$ cat src/sv/assert_macros.svh
// ----------------------------------------------------------------------------
// Assertion macros
// Clocked concurrent checks, compiled out when NO_ASSERTIONS is set.
// ----------------------------------------------------------------------------
`ifndef ASSERT_MACROS_SVH
`define ASSERT_MACROS_SVH

`ifndef NO_ASSERTIONS
`define SIT_ASSERT(lbl, prop, msg) \
    lbl: assert property (@(posedge i_clk) disable iff (!i_rst_n) prop) else $error(msg);
`define SIT_ASSERT_RST(lbl, prop, msg) \
    lbl: assert property (@(posedge i_clk) prop) else $error(msg);
`else
`define SIT_ASSERT(lbl, prop, msg)
`define SIT_ASSERT_RST(lbl, prop, msg)
`endif

`endif

$ cat src/sv/sit_pkg.sv
// ----------------------------------------------------------------------------
// sit_pkg
// Shared types and constants of the sorted interpolation table.
// ----------------------------------------------------------------------------
package sit_pkg;

    localparam int DEPTH = 256;
    localparam int AW    = $clog2(DEPTH);
    localparam int CW    = $clog2(DEPTH + 1);
    localparam int DW    = 32;

    localparam logic [1:0] KIND_INSERT = 2'd0;
    localparam logic [1:0] KIND_LOOKUP = 2'd1;
    localparam logic [1:0] KIND_ERASE  = 2'd2;
    localparam logic [1:0] KIND_NONE   = 2'd3;

    localparam logic [2:0] ST_OK      = 3'd0;
    localparam logic [2:0] ST_DEFAULT = 3'd1;
    localparam logic [2:0] ST_ORDER   = 3'd2;
    localparam logic [2:0] ST_START   = 3'd3;
    localparam logic [2:0] ST_TO_END  = 3'd4;
    localparam logic [2:0] ST_FULL    = 3'd5;

    localparam logic CFG_DEFAULT = 1'b0;
    localparam logic CFG_STEP    = 1'b1;

    typedef struct packed {
        logic [1:0]           kind;
        logic signed [DW-1:0] arg;
        logic signed [DW-1:0] val;
        logic [CW-1:0]        first_index;
        logic [CW-1:0]        end_index;
    } t_req;

    typedef struct packed {
        logic signed [DW-1:0] value;
        logic [2:0]           status;
        logic [CW-1:0]        count;
    } t_rsp;

endpackage

$ cat src/sv/sit_div.sv
// ----------------------------------------------------------------------------
// sit_div
// Restoring divider, 64 by 32 bits, one quotient bit per cycle.
// Needs dividend[63:32] below divisor; quotient fits 32 bits.
// ----------------------------------------------------------------------------
module sit_div (
    input  logic        i_clk,
    input  logic        i_rst_n,
    input  logic        i_start,
    input  logic [63:0] i_dividend,
    input  logic [31:0] i_divisor,
    output logic        o_done,
    output logic [31:0] o_quot
);
    import sit_pkg::*;

    logic [31:0] r_rem, n_rem;
    logic [31:0] r_quo, n_quo;
    logic [31:0] r_dvs, n_dvs;
    logic [5:0]  r_cnt, n_cnt;
    logic        r_run, n_run;
    logic        r_done, n_done;
    logic [32:0] trial;
    logic [32:0] diff;

    always_comb begin
        n_rem  = r_rem;
        n_quo  = r_quo;
        n_dvs  = r_dvs;
        n_cnt  = r_cnt;
        n_run  = r_run;
        n_done = 1'b0;
        trial  = {r_rem, r_quo[31]};
        diff   = trial - {1'b0, r_dvs};
        if (i_start) begin
            n_rem = i_dividend[63:32];
            n_quo = i_dividend[31:0];
            n_dvs = i_divisor;
            n_cnt = '0;
            n_run = 1'b1;
        end else if (r_run) begin
            if (!diff[32]) begin
                n_rem = diff[31:0];
                n_quo = {r_quo[30:0], 1'b1};
            end else begin
                n_rem = trial[31:0];
                n_quo = {r_quo[30:0], 1'b0};
            end
            n_cnt = r_cnt + 6'd1;
            if (r_cnt == 6'd31) begin
                n_run  = 1'b0;
                n_done = 1'b1;
            end
        end
    end

    always_ff @(posedge i_clk) begin
        if (!i_rst_n) begin
            r_run  <= 1'b0;
            r_done <= 1'b0;
            r_cnt  <= '0;
        end else begin
            r_run  <= n_run;
            r_done <= n_done;
            r_cnt  <= n_cnt;
        end
        r_rem <= n_rem;
        r_quo <= n_quo;
        r_dvs <= n_dvs;
    end

    assign o_done = r_done;
    assign o_quot = r_quo;
endmodule

$ cat config.mk
export PLATFORM = sky130hd
export DESIGN_NAME = sit_div
export DESIGN_NICKNAME = d
export VERILOG_FILES = /design/src/sv/assert_macros.svh /design/src/sv/sit_pkg.sv /design/src/sv/sit_div.sv
export SDC_FILE = /design/constraint.sdc
export NUM_CORES = 1
export LEC_CHECK = 0
export BUFFER_PORTS_ARGS = -buffer_cell sky130_fd_sc_hd__buf_2
export CAP_MARGIN = 25
export CELL_PAD_IN_SITES_DETAIL_PLACEMENT = 0
export CELL_PAD_IN_SITES_GLOBAL_PLACEMENT = 2
export CORE_UTILIZATION = 35
export CTS_CLUSTER_DIAMETER = 60
export CTS_CLUSTER_SIZE = 12
export DETAILED_ROUTE_END_ITERATION = 8
export GPL_TIMING_DRIVEN = 0
export MAX_ROUTING_LAYER = met4
export PLACE_DENSITY_LB_ADDON = 0.3
export SLEW_MARGIN = 30
export SYNTH_ARGS = -nofsm -noshare
export SYNTH_HDL_FRONTEND = slang
export SYNTH_SLANG_ARGS = --single-unit
$ cat constraint.sdc
create_clock -name i_clk -period 3.9 [get_ports i_clk]
set_clock_uncertainty 0.2 [all_clocks]
set_input_delay 0.39 -clock i_clk [delete_from_list [all_inputs] [get_ports i_clk]]
set_output_delay 0.39 -clock i_clk [all_outputs]
set_load 0.1 [all_outputs]
Word level (Yosys, flattened, before mapping)

Cells that the tools add are included.

Add/sub/neg operators: 2
Eq/ne operators: 1
Muxes and demuxes: 10
Bitwise logic cells: 2
Reductions and logical operators: 3

Operator list:

| cell                  | count |
|---|---|
| $mux W32              | 5 |
| $sub A33 B32 Y33      | 1 |
| $add A6 B1 Y6 const B | 1 |
| $eq A6 B5 Y1 const B  | 1 |
| $mux W1               | 5 |
| $reduce_or A3 Y1      | 1 |
| $not A1 Y1            | 2 |
| $reduce_bool A2 Y1    | 1 |
| $reduce_or A2 Y1      | 1 |

Register bits: 104
Bits of input ports: 99
Output and inout bits: 33
Word-level logic and storage cells: 24

Longest topological paths before layout

Word-level depth: 4
Depth in mapped cells: 13
Gate-level depth less buffers: 12

Least setup slack after synthesis

Ideal clock, no wire load.

Kind: flip-flop to flip-flop
From: reg r_quo[31] (netlist: o_quot[31])
To: reg r_rem[15] (data pin)
Setup time: 0.270 ns
Arrival time: 3.335 ns
Required time: 3.430 ns
Setup slack: 0.095 ns
Cell stages (with the launch flop): 14
Path buffers: 1
Clock period less this slack: 3.805 ns
Path through: edfxtp_1 > inv_1 > ha_1 > fa_1 > nor2b_1 > o31a_1 > o21a_1 > a21oi_4 > o2111ai_4 > a21oi_4 > xnor2_4 > buf_2 > mux2i_1 > a21oi_1

Longest elaborated chain between the ends: 4

RTL lines:

| element                | line          | text |
|---|---|---|
| from (decl)            | sit_div.sv:18 | `logic [31:0] r_quo, n_quo;` |
| from (signal assigned) | sit_div.sv:68 | `r_quo <= n_quo;` |
| $sub A33 B32 Y33       | sit_div.sv:34 | `diff = trial - {1'b0, r_dvs};` |
| $mux W32               | sit_div.sv:42 | `if (!diff[32]) begin` |
| $mux W32               | sit_div.sv:41 | `end else if (r_run) begin` |
| $mux W32               | sit_div.sv:35 | `if (i_start) begin` |
| named net n_rem[15]    | sit_div.sv:17 | `logic [31:0] r_rem, n_rem;` |
| to (signal assigned)   | sit_div.sv:67 | `r_rem <= n_rem;` |
| to (decl)              | sit_div.sv:17 |  |

The timed path passes the listed nets, and every way through them passes these cells. The select of a mux whose other input is x is not followed.
A chain may end at the register's enable or synchronous reset.

Final worst setup path

From: reg r_quo[31] (netlist: o_quot[31])
To: reg r_rem[24] (data pin)

The elaborated chain is that of the path after synthesis.

==> summary.txt <==
Outcome
  – Outcome: complete, no violations

Worst setup path
  – WP data required: 3.78 ns
  – CP arrival: about 3.5 ns
  – R2R Path Start: o_quot[31]$_DFFE_PP_
  – CP Launch Type: register
  – Worst Setup SP: o_quot[31]$_DFFE_PP_
  – Critical Path End Type: register
  – Critical path class: reg -> reg
  – Reg2reg setup slack: 0.26 ns
  – Crit Path Max Fanout: 10
  – Reg2Reg Depth: 13
  – Worst R2R End: r_rem[24]$_DFFE_PP_
  – Crit path to: r_rem[24]$_DFFE_PP_

Detailed routing
  – Initial drt markers: 181
  – Routed via count: 4747
  – # DRC: 0
  – Mean number of vias per cell: between 4 and 5
  – Avg WL per Cell: 15.9 um
  – Final WL: 15.2 mm
  – Drt pass-1 iters: 4
  – Antenna-violating nets left: 0

Timing
  – Period Utilization, post-route: 93.2%
  – Final hold violations: 0
  – Minimum clock period: 3.64 ns
  – Max-slew violations: 0
  – Final setup viols: 0
  – Final WS setup: 0.263 ns
  – Worst-Margin Slew: 0.833 ns
  – Relative slew slack: 44.5%
  – Unrepaired setup endpoints after global routing: false
  – Fmax: between 200 and 300 MHz

Pwr
  – Sequential fraction of design power: 31.4%
  – Max IR drop VDD: 293 uV
  – Power Dens Cells: between 600 and 700 nW/um2
  – Internal: roughly 3000 uW
  – Comb power frac: 49.8%
  – LEAKAGE: 0.00332 uW
  – Clk pwr share: between 10% and 20%
  – Switching Share: 40.7%
  – Total power: 5100 uW
  – P_sw: 2080 uW

Synth
  – Cells after Synth: 558
  – Number of synthesis warnings: 0
  – Ys flop type: edfxtp_1
  – Post-synth EDFFs: 96
  – Netlist cell types: 53
  – Top post-synthesis cells by area: edfxtp_1, ha_1, mux2_2, mux2i_1, nand2_1
  – Post-synthesis register bit count: about 100
  – Post-synthesis sequential area ratio: 49.8%
  – Mapped Area: 6110 um2
  – Syn_nets: approximately 700
  – Ys async rst share: 0%
  – Avg Cell Area, Syn: 10.9 um2
  – Top cell type's share of synthesized area: 47.2%
  – Synth area leader: edfxtp_1

Global route
  – Largest net degree at the start of global routing: 36
  – Met1 GRT Util: 23.0%
  – Busiest grt layer: met2
  – Global-route wire length before repair: between 20 and 25 mm
  – Met2 usage: 29.9%
  – Met3 Use GR: under 10%
  – Vias in the first global route: about 5000
  – Initial antenna violation count: 2
  – Total congestion overflow: 0
  – Gr usage total: 18.4%

Placement
  – # port buffers: 131
  – GPL Wtd Cong: 0.800
  – DP Worst Slack: 0.225 ns
  – Hpwl dp: 11.4 mm

Floorplan
  – Core area: 16800 um2
  – Io pins: 132
  – Die height: 134 um
  – Die area: 18000 um2
  – Die W: between 100 and 150 um
  – Initial cell density of the core: 36.3%
  – Floorplan row count: 47

Min path
  – WHS Path Cells: 1
  – Hold Path Class: in -> reg

Finish
  – Nets: 864
  – Syn-to-layout area delta: 25.7%
  – Share of cells above drive strength 1: 26.0%

CTS
  – Resized cells post-CTS: 0
  – H-tree level count: 3
  – Clock Tree Buf Depth: 2
  – CTS tree: yes
  – Latest clock arrival within the worst-skew pair: about 0.36 ns
  – CTS Buf Count: 9
  – Clk pin slew, worst setup/hold paths: 0.08 ns
  – Root Driver: clkbuf_16
  – Sink Count: 104

Job
  – Max_cap viols: 0
## worst min-delay path by stage
stage	startpoint	end
global placement	r_cnt[5]$_SDFFE_PP0P_	o_done$_SDFF_PP0_
CTS	i_divisor[9]	r_dvs[9]$_DFFE_PP_
finish	i_divisor[9]	r_dvs[9]$_DFFE_PP_
global route	i_divisor[9]	r_dvs[9]$_DFFE_PP_
detailed placement	r_cnt[5]$_SDFFE_PP0P_	o_done$_SDFF_PP0_
floorplan	r_cnt[5]$_SDFFE_PP0P_	o_done$_SDFF_PP0_
## logic make-up after synthesis
kind of cell | synth area share [%]
flops | 49.8
mux | 10.3
compound gates | 13.9
simple gates | 9.85
buf+inv | 4.28
fa+ha+maj | 7.09
xor+xnor | 4.75
## synthesized netlist by cell type, types with 3 or more instances
cell type and number:
mux2_2 31, ha_1 33, nand3_1 5, nand2b_1 3
o21a_1 5, o21ai_1 5, and4_1 4, nand4_1 7
a21oi_1 38, mux2i_1 26, nor2_1 25, o21bai_1 4
xor2_1 12, nor2b_1 5, clkbuf_1 17, and2_1 4
nand2_1 61, and3_1 3, edfxtp_1 96, xnor2_1 18
inv_1 45, nor3_1 6, a31oi_1 4, dfxtp_1 8
o211ai_1 3, a21o_1 15, o21ai_0 42
## metal layers
metal,vias up,share of wire (%)
met3,5,5.2
met5,-,0
met2,121,47
met4,0,0.58
li1,2375,-
met1,2246,47
## critical path, cell delays in order (launching register included)
cell	delay [ns]
edfxtp_1	0.34
inv_1	0.06
ha_1	0.22
fa_1	0.41
nor2b_1	0.18
o31a_1	0.19
o21a_1	0.25
a21oi_4	0.11
o2111ai_4	0.28
a21oi_4	0.11
xnor2_4	0.27
buf_2	0.37
mux2i_1	0.26
o21ai_0	0.10
## through the flow
| stage | setup TNS, ns | hold slack, ns | instance area, um2 | util [%] | std cells |
|---|---|---|---|---|---|
| floorplan | 0 | 0.224 | 6110 | - | 558 |
| global placement | -54.43 | 0.251 | 7040 | 41.9 | 909 |
| detailed placement | 0 | 0.268 | 7070 | 42.0 | 910 |
| CTS | 0 | 0.00163 | 7660 | 45.6 | 955 |
| global route | 0 | 0.00420 | 7680 | 45.7 | 958 |
| finish | 0 | 0.0203 | 7680 | 45.7 | 958 |
## final cells by class
type,count,area (um2)
fill,1640,9140
sequential,104,3040
tap,220,275
clock buffer,10,229
clock inverter,6,77.6
antenna,2,5.00
timing repair buffer,162,976
buffer,21,92.6
inverter,45,169
multi-input combinational,388,2810
## registers in the layout, summed over array words and instances, names as in the netlist
register	cells
o_quot	32
r_dvs	32
r_rem	32
r_cnt	6
o_done	1
r_run	1
## repair_timing
| item | in CTS | in global routing |
|---|---|---|
| setup buffers | 0 | 0 |
| endpoints found under the setup margin | 0 | 0 |
| endpoints found under the hold margin | 29 | 1 |
| hold buffers | 29 | 1 |
## placed cells by master, fill, tap and decap left out, types with 2 or more instances in the layout
cell and instances:
nand2_1 60, inv_8 2, buf_2 133, nor3b_1 2, clkbuf_16 9, mux2_1 2
o21ai_0 42, and3_1 3, diode_2 2, dfxtp_1 8, nor2_1 25, nor2b_1 5
clkbuf_1 18, o21a_1 5, xor2_1 12, xnor2_1 18, inv_1 45, o211ai_1 3
mux2i_1 26, mux2_2 31, nand4_1 7, a21oi_1 38, ha_1 33, a211o_1 2
nand3_1 5, a31o_2 2, nand2b_1 3, o21ai_1 5, nor3_1 6, dlygate4sd3_1 30
a21oi_4 2, o21bai_1 4, a221o_1 2, and4_1 4, edfxtp_1 96, and2_1 4
a21o_1 15, a31oi_1 4
## power by group through the flow
stage / clock (uW) / combinational, uW / sequential, uW
detailed placement: 0 / 2540 / 1620
global placement: 0 / 2510 / 1630
floorplan: 0 / 1720 / 1880
global route: 1030 / 2820 / 1630
finish: 962 / 2540 / 1600
CTS: 995 / 2570 / 1600
(Power assumes the default switching activity.)
